--- src/msig_pkg.sv ---
package msig_pkg;

	localparam int PatternBytesMax = 16;
	localparam int LenW = 5;
	localparam int AddrW = 32;
	localparam int CfgDataW = 64;
	localparam int CfgIdxW = 2;

	localparam logic [CfgIdxW-1:0] REG_PATTERN_LOW  = 2'd0;
	localparam logic [CfgIdxW-1:0] REG_PATTERN_HIGH = 2'd1;
	localparam logic [CfgIdxW-1:0] REG_CARE_MASK    = 2'd2;
	localparam logic [CfgIdxW-1:0] REG_PATTERN_LEN  = 2'd3;

	typedef struct packed {
		logic [PatternBytesMax-1:0][7:0] pattern;
		logic [PatternBytesMax-1:0]      care;
		logic [LenW-1:0]                 length;
	} cfg_t;

	typedef struct packed {
		logic             scan_start;
		logic             section_start;
		logic             section_readable;
		logic [AddrW-1:0] byte_address;
		logic [7:0]       data_byte;
	} item_t;

	typedef struct packed {
		logic             match_now;
		logic [AddrW-1:0] match_address;
		logic             found;
	} res_t;

endpackage

--- src/msig_cfg_regs.sv ---
module msig_cfg_regs (
	input  logic                          clk,
	input  logic                          arst_n,
	input  logic                          wr_en,
	input  logic [msig_pkg::CfgIdxW-1:0]  wr_index,
	input  logic [msig_pkg::CfgDataW-1:0] wr_data,
	output msig_pkg::cfg_t                cfg
);
	import msig_pkg::*;

	logic [63:0]     pat_low_q;
	logic [63:0]     pat_high_q;
	logic [15:0]     care_q;
	logic [LenW-1:0] len_q;

	always_ff @(posedge clk or negedge arst_n) begin
		if (!arst_n) begin
			pat_low_q  <= '0;
			pat_high_q <= '0;
			care_q     <= 16'hffff;
			len_q      <= '0;
		end else if (wr_en) begin
			case (wr_index)
				REG_PATTERN_LOW:  pat_low_q  <= wr_data;
				REG_PATTERN_HIGH: pat_high_q <= wr_data;
				REG_CARE_MASK:    care_q     <= wr_data[15:0];
				REG_PATTERN_LEN:  len_q      <= wr_data[LenW-1:0];
				default: ;
			endcase
		end
	end

	assign cfg.pattern = {pat_high_q, pat_low_q};
	assign cfg.care    = care_q;
	assign cfg.length  = len_q;

endmodule

--- src/msig_window.sv ---
module msig_window #(
	parameter int PATTERN_BYTES = msig_pkg::PatternBytesMax
) (
	input  logic            clk,
	input  logic            arst_n,
	input  logic            step,
	input  msig_pkg::item_t item,
	input  msig_pkg::cfg_t  cfg,
	output msig_pkg::res_t  res
);
	import msig_pkg::*;

	localparam int IdxW = (PATTERN_BYTES > 1) ? $clog2(PATTERN_BYTES) : 1;
	localparam int FillW = $clog2(PATTERN_BYTES + 1);
	localparam logic [LenW-1:0] Cap = LenW'(PATTERN_BYTES);

	logic [PATTERN_BYTES-1:0][7:0] win_q;
	logic [PATTERN_BYTES-1:0][7:0] win_n;
	logic [FillW-1:0]              fill_q;
	logic [FillW-1:0]              fill_clr;
	logic [FillW-1:0]              fill_n;
	logic                          found_q;
	logic                          found_keep;
	logic [LenW-1:0]               len_eff;
	logic                          all_eq;
	logic                          hit;

	assign len_eff = (cfg.length > Cap) ? Cap : cfg.length;

	// window after shift-in, newest at entry 0
	always_comb begin
		win_n = win_q;
		if (item.section_readable) begin
			for (int i = PATTERN_BYTES - 1; i > 0; i--) begin
				win_n[i] = win_q[i-1];
			end
			win_n[0] = item.data_byte;
		end
	end

	always_comb begin
		fill_clr = (item.scan_start || item.section_start) ? '0 : fill_q;
		fill_n = fill_clr;
		if (item.section_readable && (LenW'(fill_clr) < Cap)) begin
			fill_n = fill_clr + FillW'(1);
		end
	end

	assign found_keep = found_q && !item.scan_start;

	always_comb begin
		logic [LenW-1:0] pos;
		all_eq = 1'b1;
		for (int k = 0; k < PATTERN_BYTES; k++) begin
			pos = len_eff - LenW'(k) - LenW'(1);
			if ((LenW'(k) < len_eff) && cfg.care[k] &&
			    (win_n[pos[IdxW-1:0]] != cfg.pattern[k])) begin
				all_eq = 1'b0;
			end
		end
	end

	assign hit = item.section_readable && (len_eff != '0) &&
		(LenW'(fill_n) >= len_eff) && all_eq && !found_keep;

	assign res.match_now     = hit;
	assign res.match_address = hit ?
		(item.byte_address - AddrW'(len_eff) + AddrW'(1)) : '0;
	assign res.found         = found_keep || hit;

	always_ff @(posedge clk or negedge arst_n) begin
		if (!arst_n) begin
			fill_q  <= '0;
			found_q <= 1'b0;
		end else if (step) begin
			fill_q  <= fill_n;
			found_q <= found_keep || hit;
		end
	end

	always_ff @(posedge clk) begin
		if (step) begin
			win_q <= win_n;
		end
	end

endmodule

--- src/masked_byte_signature_scanner.sv ---
// masked byte signature scanner
//
// input channel: in_valid / in_stall with one image byte per item, its
// address and the scan_start, section_start and section_readable flags.
// output channel: out_valid / out_stall with one result per input item:
// match_now, match_address (start of the match, 0 otherwise) and found.
// config channel: cfg_valid / cfg_ready (always ready), cfg_index selects
// pattern low word, pattern high word, care mask or pattern length.
// write config only while no items are in flight.
//
// an accepted item passes through the input register and the window compare into
// the result register, which drives out_valid; one item per cycle sustained
// while the output is not stalled.
// reset clears the window fill, the found flag and both valid bits; the care
// mask resets to all ones and the pattern length to zero (never matches).
// while out_stall is high with a valid result, the result register holds and
// one more item can sit in the input register before in_stall rises.
module masked_byte_signature_scanner #(
	parameter int PATTERN_BYTES = msig_pkg::PatternBytesMax
) (
	input  logic                          clk,
	input  logic                          arst_n,
	input  logic                          in_valid,
	output logic                          in_stall,
	input  logic                          scan_start,
	input  logic                          section_start,
	input  logic                          section_readable,
	input  logic [msig_pkg::AddrW-1:0]    byte_address,
	input  logic [7:0]                    data_byte,
	output logic                          out_valid,
	input  logic                          out_stall,
	output logic                          match_now,
	output logic [msig_pkg::AddrW-1:0]    match_address,
	output logic                          found,
	input  logic                          cfg_valid,
	output logic                          cfg_ready,
	input  logic [msig_pkg::CfgIdxW-1:0]  cfg_index,
	input  logic [msig_pkg::CfgDataW-1:0] cfg_data
);
	import msig_pkg::*;

	cfg_t  cfg;
	item_t item_s1;
	logic  valid_s1;
	res_t  res;
	res_t  res_q;
	logic  out_valid_q;
	logic  out_load;
	logic  advance;
	logic  in_accept;

	assign cfg_ready = 1'b1;

	msig_cfg_regs u_cfg (
		.clk      (clk),
		.arst_n   (arst_n),
		.wr_en    (cfg_valid && cfg_ready),
		.wr_index (cfg_index),
		.wr_data  (cfg_data),
		.cfg      (cfg)
	);

	assign out_load  = !out_valid_q || !out_stall;
	assign advance   = valid_s1 && out_load;
	assign in_stall  = valid_s1 && !out_load;
	assign in_accept = in_valid && !in_stall;

	always_ff @(posedge clk or negedge arst_n) begin
		if (!arst_n) begin
			valid_s1 <= 1'b0;
		end else if (in_accept) begin
			valid_s1 <= 1'b1;
		end else if (advance) begin
			valid_s1 <= 1'b0;
		end
	end

	always_ff @(posedge clk) begin
		if (in_accept) begin
			item_s1.scan_start       <= scan_start;
			item_s1.section_start    <= section_start;
			item_s1.section_readable <= section_readable;
			item_s1.byte_address     <= byte_address;
			item_s1.data_byte        <= data_byte;
		end
	end

	msig_window #(
		.PATTERN_BYTES (PATTERN_BYTES)
	) u_window (
		.clk    (clk),
		.arst_n (arst_n),
		.step   (advance),
		.item   (item_s1),
		.cfg    (cfg),
		.res    (res)
	);

	always_ff @(posedge clk or negedge arst_n) begin
		if (!arst_n) begin
			out_valid_q <= 1'b0;
		end else if (out_load) begin
			out_valid_q <= advance;
		end
	end

	always_ff @(posedge clk) begin
		if (advance) begin
			res_q <= res;
		end
	end

	assign out_valid     = out_valid_q;
	assign match_now     = res_q.match_now;
	assign match_address = res_q.match_address;
	assign found         = res_q.found;

	a_match_sets_found: assert property (@(posedge clk) disable iff (!arst_n)
		out_valid && match_now |-> found)
		else $error("match without found flag");

	a_addr_zero_no_match: assert property (@(posedge clk) disable iff (!arst_n)
		out_valid && !match_now |-> match_address == '0)
		else $error("match address nonzero without match");

	a_stall_only_full: assert property (@(posedge clk) disable iff (!arst_n)
		in_stall |-> valid_s1 && out_valid_q && out_stall)
		else $error("input stalled with room in the pipeline");

	a_no_lost_item: assert property (@(posedge clk) disable iff (!arst_n)
		valid_s1 && !advance |=> valid_s1)
		else $error("input register dropped an item");

endmodule

--- config.mk ---
export PLATFORM = sky130hd
export DESIGN_NAME = masked_byte_signature_scanner
export DESIGN_NICKNAME = d
export VERILOG_FILES = /design/src/msig_pkg.sv /design/src/msig_cfg_regs.sv /design/src/msig_window.sv /design/src/masked_byte_signature_scanner.sv
export SDC_FILE = /design/constraint.sdc
export NUM_CORES = 1
export LEC_CHECK = 0
export ABC_AREA = 1
export BUFFER_PORTS_ARGS = -buffer_cell sky130_fd_sc_hd__buf_2
export CAP_MARGIN = 5
export CORE_MARGIN = 2
export CORE_UTILIZATION = 50
export DETAILED_ROUTE_END_ITERATION = 10
export HOLD_SLACK_MARGIN = 0.12
export PLACE_DENSITY = 0.68
export SYNTH_ARGS = -nofsm -noshare
export SYNTH_HDL_FRONTEND = slang
export SYNTH_SLANG_ARGS = --single-unit
export TNS_END_PERCENT = 1
--- constraint.sdc ---
create_clock -name clk -period 4.9 [get_ports clk]
set_clock_uncertainty 0.05 [all_clocks]
set_input_delay 0.98 -clock clk [delete_from_list [all_inputs] [get_ports clk]]
set_output_delay 0.98 -clock clk [all_outputs]
set_load 0.05 [all_outputs]
# Yosys cells after proc, flatten, opt, wreduce, memory -nomap -nowiden

Cells that the tools add are included.

Register bits: 362
Bits of input ports: 114

Reductions and logical operators: 57
$add $sub $neg: 33
Magnitude comparators: 35
Mux-type cells: 54
Eq/ne operators: 19

Operators with widths:

| cell                  | count |
|---|---|
| $bmux 8 s4            | 16 |
| $mux 128              | 1 |
| $mux 8                | 16 |
| $ne 8x8->1            | 16 |
| $lt 4x5->1 const B    | 16 |
| $sub 4x1->4 const B   | 16 |
| $logic_and 1x1->1     | 41 |
| $lt 4x5->1 const A    | 8 |
| $add 32x1->32 const B | 1 |
| $sub 32x5->32         | 1 |
| $sub 4x4->4 const B   | 8 |
| $lt 3x5->1 const A    | 4 |
| $mux 1                | 18 |
| $sub 4x3->4 const B   | 4 |
| $mux 5                | 3 |
| $lt 1x5->1 const A    | 2 |
| $lt 2x5->1 const A    | 2 |
| $reduce_and 2->1      | 4 |
| $sub 4x2->4 const B   | 2 |
| $logic_not 1->1       | 6 |
| $add 5x1->5 const B   | 1 |
| $ge 5x5->1            | 1 |
| $gt 5x5->1 const B    | 1 |
| $lt 5x5->1 const B    | 1 |
| other kinds (6)       | 9 |

# Depth between registers and ports, before layout

Gate-level depths: netlist of run 1.

Depth after elaboration: 26
Mapped depth: 29
Depth with buffers taken out: 25

# By module

From an unflattened synthesis of run 1, not the netlist that was laid out.

Cell total of the unflattened synthesis: 3884
Area total of the unflattened synthesis: 26376.5 um^2

By module, submodules not included:

| module                        | area an instance (um^2) | instances | sequential area each (um^2) | cells an instance |
|---|---|---|---|---|
| msig_window                   | 17805.8                 | 1         | 3993.8                      | 3134 |
| msig_cfg_regs                 | 6152.2                  | 1         | 3748.6                      | 659 |
| masked_byte_signature_scanner | 2418.6                  | 1         | 2362.3                      | 91 |

# Worst setup path before layout of run 1

No wires, ideal clock.

Kind: register to register
From: register u_cfg.len_q[4]
To: register res_q (netlist bit match_address[25]) (data pin)
Required time: 4.594 ns
Setup slack: 0.860 ns
Stages on the path, launching flop included: 24
Buffers on the path: 3
Data arrival time: 3.734 ns
Cells stage by stage: dfrtp_1 -> buf_6 -> inv_6 -> nand2_1 -> inv_2 -> buf_2 -> buf_2 -> ha_1 -> inv_1 -> ha_1 -> inv_1 -> fa_1 -> nand3b_1 -> nand2_1 -> a21oi_1 -> o21ai_0 -> a21boi_0 -> o21ai_0 -> a21boi_0 -> nor2_1 -> nor2_1 -> o21ai_0 -> or2_2 -> a21oi_2

Word-level cells in the longest chain between the ends: 25
Elaborated cells on any way between the ends: 152

Ends and longest elaborated chain:

| item                                                              | RTL line                             | source |
|---|---|---|
| from (decl)                                                       | msig_cfg_regs.sv:14                  | `logic [LenW-1:0] len_q;` |
| from (signal assigned)                                            | msig_cfg_regs.sv:27                  | `REG_PATTERN_LEN: len_q <= wr_data[LenW-1:0];` |
| $gt 5x5->1                                                        | msig_window.sv:28                    | `assign len_eff = (cfg.length > Cap) ? Cap : cfg.length;` |
| $mux 5 (*)                                                        | msig_window.sv:28                    |  |
| $sub 4x1->4                                                       | msig_window.sv:55                    | `pos = len_eff - LenW'(k) - LenW'(1);` |
| $sub 4x1->4 / $bmux 8 s4 (equally long branches)                  | msig_window.sv:55, msig_window.sv:57 |  |
| $bmux 8 s4 / $mux 8 (equally long branches)                       | msig_window.sv:57                    | `(win_n[pos[IdxW-1:0]] != cfg.pattern[k])) begin` |
| $mux 8 (implied by the code) / $ne 8x8->1 (equally long branches) | msig_window.sv:57                    |  |
| $ne 8x8->1 / $logic_and 1x1->1 (equally long branches)            | msig_window.sv:57, msig_window.sv:56 |  |
| $logic_and 1x1->1 / $mux 1 (equally long branches)                | msig_window.sv:56                    | `if ((LenW'(k) < len_eff) && cfg.care[k] &&` |
| $mux 1 (15 in a row)                                              | msig_window.sv:56                    |  |
| $logic_and 1x1->1 (2 in a row)                                    | msig_window.sv:64                    | `(LenW'(fill_n) >= len_eff) && all_eq && !found_keep;` |
| to (signal assigned)                                              | masked_byte_signature_scanner.sv:109 | `res_q <= res;` |
| to (decl)                                                         | masked_byte_signature_scanner.sv:46  | `res_t res_q;` |

Mark *: on every way between the ends. The rest lies on a longest branch, timed or not. The select of a mux whose other input is x is not followed.
A chain may end at the register's enable or synchronous reset.

# Worst setup path after layout of run 1

From: register u_cfg.len_q[0]
To: register res_q (netlist bit match_address[16]) (data pin)

Same word-level chain as after synthesis.

==> results.cfg, run 1 <==
[run_status]
status = finished, final reports clean

[placed_design]
place_area_um2 = 26300
gp_congestion = 1.05
dp.cells = 4231
post-place-ws_ns = 0.587
dp_hpwl_mm = 81.1
port_buffers = 149

[cts]
hold_buffers = 0
h-tree-depth = 2
cts_made_buffers = 43
ctsResizeCount = 0
cts_tree = done
root_buffer = clkbuf_16
cts_max_path_buffers = 3
clock-sinks = 362
post_cts_buffers = 0
clk_latency_ns = 0.61
path_clk_slew_ns = 0.07

[power_and_ir_drop]
power.total_mw = 13.5
p_leak_nw = 13.3
powerDensity_nw_per_um2 = 489
vdd_drop_max_v = 0.000351

[critical_path]
startpoint_type = flop
crit_path_top_delay_cell = dfrtp_1
critPathMaxStageDelay_ns = 0.57
cp.required_ns = 5.31
path_class = flop to flop
path_delay_family = simple AND/OR/NAND/NOR gates
cp_num_buf_inv = 5
crit_path_max_fanout = 41
worst_path_most_repeated_cell = nand2_1
endpoint_kind = flop
worstPathArrival_ns = 4.89
cp_cell_sequence = inv_2, nor2_4, buf_12, buf_12, nand3_1, nand3_1, nand3_1, nand3_1, nand2_1, nand2_1, nand2_1, inv_1, nand2_1, nor2_1, nand2_1, nand2_1, nand2_1, nor2_1, nand2_1, nor2_2, nand3_2, buf_4, a21oi_1

[timing]
period_needed_ns = 4.48
slew_viol_final = 0
max_freq_ghz = 0.223
setup_viol = 0
fin_ws_ns = 0.419
rsz0062_at_grt = no
period_share = 0.914
hold_ws_ns = 0.341
tightest_slew_ns = 1.07
hold_viol_final = 0
setup_tns_ns = 0
maxSlewHeadroom = 0.282

[logic_synthesis]
synth_adder_area_share = 0.0243
synth_top_family_by_area = simple AND/OR/NAND/NOR gates
yosys.area_share.simple = 0.433
yosysWarnings = 0
syn_avg_cell_area_um2 = 7.07
yosys-top-cells-area = edfxtp_1 (25%), nand3_1 (22%), nand2_1 (17%)
synth_edf_count = 205
syn_inst = 3534
syn-cell-area_um2 = 25000
synth_compound_area_frac = 0.0580
synth_nets = 3696
synth.top_cell.area_share = 0.246
ys.flop_type = edfxtp_1
synth_common_cells = nand2_1 (1,137), nand3_1 (1,081), inv_1 (227)
async_flop_share = 0.434
synth-seq-cells = 362
ys_seq_area_frac = 0.404
synth.most_common_cell = nand2_1
synth_cell_type_count = 47
yosys.area.top_type = edfxtp_1
synth_xor_area_frac = 0.0119
synthMuxAreaShare = 0

[die]
rows = 81
top_level_ports = 151
die_y_um = 228
core_um2 = 49200
die_w_um = 228
die_area_um2 = 51800
initial_core_util = 0.509

[grt]
grt_pass1_wl_mm = 154
grt_antenna_before_repair = 2
grt.overflow.total = 0
grt_max_degree = 139
grt_util_all_layers = 0.408
grt_pass1_vias = 24600

[drt]
wl_met2_mm = 47.0
wirelength_mm = 105
drt_first_pass_iters = 8
avgRoutedWirePerCell_um = 24.4
drtIter0Drc = 3544
drc = 0
routed.top_layer = met4
viasPerCell = 6.13
drtAntennaViolNets = 0
route.met3.wl_mm = 9.73
drt-met1-wl_mm = 39.4
vias = 26400

[final_layout]
layout-drive-gt1-share = 0.0900
syn2layout_area_growth_pct = 10.6
finalNonFillerCells = 4312
multi_input_area_um2 = 13200
area.sequential_um2 = 10100
fillers = 4576
postLayoutCoreUtil = 0.562
nets = 3774
fin_area_um2 = 27600

[worst_hold_path]
hp-class = input pin to async pin

[job]
cap_viol_max_count = 0
worst paths after layout:
kind                                              endpoint  slack (ns)                          from  cells past startpoint
setup / recovery           match_address[16]$_SDFFCE_PN0P_        0.42    u_cfg.len_q[0]$_DFFE_PN0P_                     23
hold / removal             u_cfg.pat_low_q[59]$_DFFE_PN0P_        0.34                        arst_n                      1
setup reg to reg           match_address[16]$_SDFFCE_PN0P_        0.42    u_cfg.len_q[0]$_DFFE_PN0P_                     23
hold reg to reg               u_window.found_q$_DFFE_PN0P_        0.43  u_window.found_q$_DFFE_PN0P_                      2
max in group asynchronous      u_cfg.care_q[7]$_DFFE_PN1P_        3.49                        arst_n                      2
min in group clk              u_window.found_q$_DFFE_PN0P_        0.43  u_window.found_q$_DFFE_PN0P_                      2
metal layers:
layer	vias up	track usage
met2	1553	0.655
met3	346	0.0844
met5	-	0
met1	12300	0.489
li1	12200	-
met4	0	0.295
state kept, by name, summed over array words and instances (netlist names):
signal,flops
u_cfg.pat_high_q,64
u_cfg.pat_low_q,64
match_address,32
u_window.win_q,128
u_window.fill_q,5
found,1
item_s1,43
match_now,1
u_cfg.care_q,16
u_cfg.len_q,5
valid_s1,1
out_valid,1
u_window.found_q,1
power by group:
part | internal (mW) | switching, mW
logic | 1.77 | 4.59
registers | 3.71 | 0.318
clock network | 1.73 | 1.41
placed cells by master (no fill, tap or decap), types with 4 or more instances in the layout:
cell / n
a21oi_1: 46
clkinv_2: 8
nand4_1: 12
nor2_1: 104
nand2_2: 7
clkinv_1: 10
clkbuf_1: 12
a21oi_2: 7
or2_2: 8
buf_4: 38
nand3b_1: 65
nand2_1: 1136
inv_1: 226
dfrtp_1: 141
xnor2_1: 8
buf_12: 10
clkbuf_16: 43
inv_2: 12
buf_2: 148
nand3_1: 1079
a21o_1: 5
o21ai_0: 174
inv_6: 4
dfstp_2: 16
o21bai_1: 5
o21a_1: 5
xor2_1: 16
edfxtp_1: 205
ha_1: 47
a21boi_0: 8
area by class of cell:
cell class	instances	share of cell area
Multi-Input combinational cell	2765	0.478
Clock inverter	21	0.00597
Sequential cell	362	0.366
Inverter	243	0.0334
Timing Repair Buffer	197	0.0448
Clock buffer	58	0.0420
Antenna cell	2	0.000181
Tap cell	664	0.0301
logic make-up after synthesis:
kind of cell,count (synthesis)
compound gates,263
buf+inv,407
fa+ha+maj,48
simple gates,2425
other cells,1
xor+xnor,28
flops,362
No activity file was read; power rests on OpenSTA's default activity.
==> run 2, diff against run 1 <==
Settings changed: CORE_UTILIZATION 50 to 55, PLACE_DENSITY 0.68 to 0.73.
==> run 2 against run 1 <==
  * Combinational power down 3.3%
  * Cell area hardly changed
  * Sequential power up 1%
  * Power up 0.35%
  * Clock power grew 7.0%
  * Utilization grew 5.1 points
  * Routed wire length shrank 5.9%
  * Sequential share of layout area hardly changed
  * Non-clock buffer count down 6
==> results.cfg, run 2 (synthesis gave the netlist of run 1 again) <==
[run_status]
status = finished, final reports clean

[power_and_ir_drop]
vdd_drop_max_v = 0.000372
powerDensity_nw_per_um2 = 491
power.total_mw = 13.6
p_leak_nw = 13.4

[critical_path]
startpoint_type = flop
crit_end = match_address[16]$_SDFFCE_PN0P_
cp-startpoint = u_cfg.len_q[4]$_DFFE_PN0P_
r2r_start = u_cfg.len_q[4]$_DFFE_PN0P_
endpoint_kind = flop
ff2ff_setup_slack_ns = 0.21
crit_path_max_fanout = 32
r2r_end = match_address[16]$_SDFFCE_PN0P_
ff2ff_path_depth = 23
path_class = flop to flop
worstPathArrival_ns = 5.09
cp.required_ns = 5.30

[grt]
grt_max_degree = 133
use_met3 = 0.118
grt.overflow.total = 0
grt_pass1_wl_mm = 147
grt_util_all_layers = 0.417
met2_usage = 0.642
grt-busiest-layer = met2
grt_pass1_vias = 24600
grt_antenna_before_repair = 2
met1_usage = 0.523

[worst_hold_path]
hp-class = input pin to async pin

[timing]
setup_tns_ns = 0
max_freq_ghz = 0.213
period_needed_ns = 4.69
period_share = 0.957
setup_viol = 0
rsz0062_at_grt = no
maxSlewHeadroom = 0.191
tightest_slew_ns = 1.21
hold_viol_final = 0
slew_viol_final = 0

[die]
die_area_um2 = 47200
core_um2 = 45100
top_level_ports = 151
die_y_um = 217
die_w_um = 217
initial_core_util = 0.554
rows = 78

[cts]
path_clk_slew_ns = 0.07
cts_made_buffers = 41
ctsResizeCount = 0
post_cts_buffers = 0
root_buffer = clkbuf_16
hold_buffers = 0
h-tree-depth = 2
cts_tree = done
clk_latency_ns = 0.60
cts_max_path_buffers = 3
clock-sinks = 362

[drt]
drc = 0
vias = 26500
wirelength_mm = 99.1
avgRoutedWirePerCell_um = 23.4
drtAntennaViolNets = 0
viasPerCell = 6.25
drtIter0Drc = 3520
drt_first_pass_iters = 9

[placed_design]
port_buffers = 149
gp_congestion = 1.10
dp_hpwl_mm = 74.6

[final_layout]
layout_common_cells = nand2_1 (1,136), nand3_1 (1,079), inv_1 (226)
largest_reg_flops = 128
syn2layout_area_growth_pct = 10.6
antenna_cells = 0
top_register = u_window.win_q
nets = 3766
layout-drive-gt1-share = 0.0910
final_common_cell = nand2_1
reg.largest.list = u_window.win_q: 128 flops, u_cfg.pat_high_q: 64 flops, u_cfg.pat_low_q: 64 flops

[job]
cap_viol_max_count = 0
run 2: per-stage QoR:
| step | cells | worst slack (ns) | util | hold slack (ns) | cell area [um2] |
|---|---|---|---|---|---|
| finish | 4237 | 0.209 | 0.613 | 0.359 | 27600 |
| global route | 4237 | 0.00832 | 0.613 | 0.423 | 27600 |
| CTS | 4237 | 0.414 | 0.613 | 0.408 | 27600 |
| detailed placement | 4161 | 0.413 | 0.580 | 0.433 | 26200 |
| global placement | 4161 | 0.455 | 0.580 | 0.415 | 26200 |
| floorplan | 3534 | 0.860 | - | 0.399 | 25000 |
run 2: area by class of cell:
class / count / area, um2
clock inverters: 17 / 196
well taps: 600 / 751
fillers: 4160 / 17400
clock buffers: 59 / 1280
flip-flops and latches: 362 / 10100
inverters: 243 / 923
repair buffers: 191 / 1170
multi-input cells: 2765 / 13200
run 2: worst min path at each step:
stage | from | to | cells after the start
after floorplan | u_window.found_q$_DFFE_PN0P_ | u_window.found_q$_DFFE_PN0P_ | 2
after global placement | u_window.found_q$_DFFE_PN0P_ | u_window.found_q$_DFFE_PN0P_ | 2
final | arst_n | u_cfg.pat_low_q[51]$_DFFE_PN0P_ | 1
after global routing | arst_n | u_cfg.pat_low_q[51]$_DFFE_PN0P_ | 1
after detailed placement | u_window.found_q$_DFFE_PN0P_ | u_window.found_q$_DFFE_PN0P_ | 2
after CTS | arst_n | u_cfg.pat_low_q[51]$_DFFE_PN0P_ | 1
run 2: worst max-delay path: stages (launching register included):
cell and delay, ns:
dfrtp_1 0.43, inv_6 0.13, nand2_2 0.09, inv_2 0.14, buf_4 0.30, ha_1 0.25
inv_1 0.10, o21ai_4 0.25, xor2_4 0.72, nand3_1 0.21, nand2_1 0.12, nand2_1 0.05
nand2_1 0.10, nand2_1 0.11, nor2_1 0.25, nand2_1 0.21, nand2_1 0.18, nand2_1 0.07
nor2_1 0.08, nand2_1 0.07, nor2_2 0.12, nand3_2 0.07, buf_4 0.25, a21oi_1 0.16
run 2: routing by layer:
| layer | vias to the layer above | part of all wire |
|---|---|---|
| li1 | 12200 | - |
| met1 | 12200 | 0.37 |
| met2 | 1702 | 0.43 |
| met3 | 376 | 0.12 |
| met4 | 4 | 0.070 |
| met5 | - | 0.0012 |
run 2: where the power goes:
group	internal [mW]	total [mW]	leakage [nW]	switching, mW
combinational	1.75	6.15	8.73	4.40
clock	1.95	3.35	0.730	1.40
sequential	3.71	4.08	3.92	0.370
total	7.42	13.6	13.4	6.16
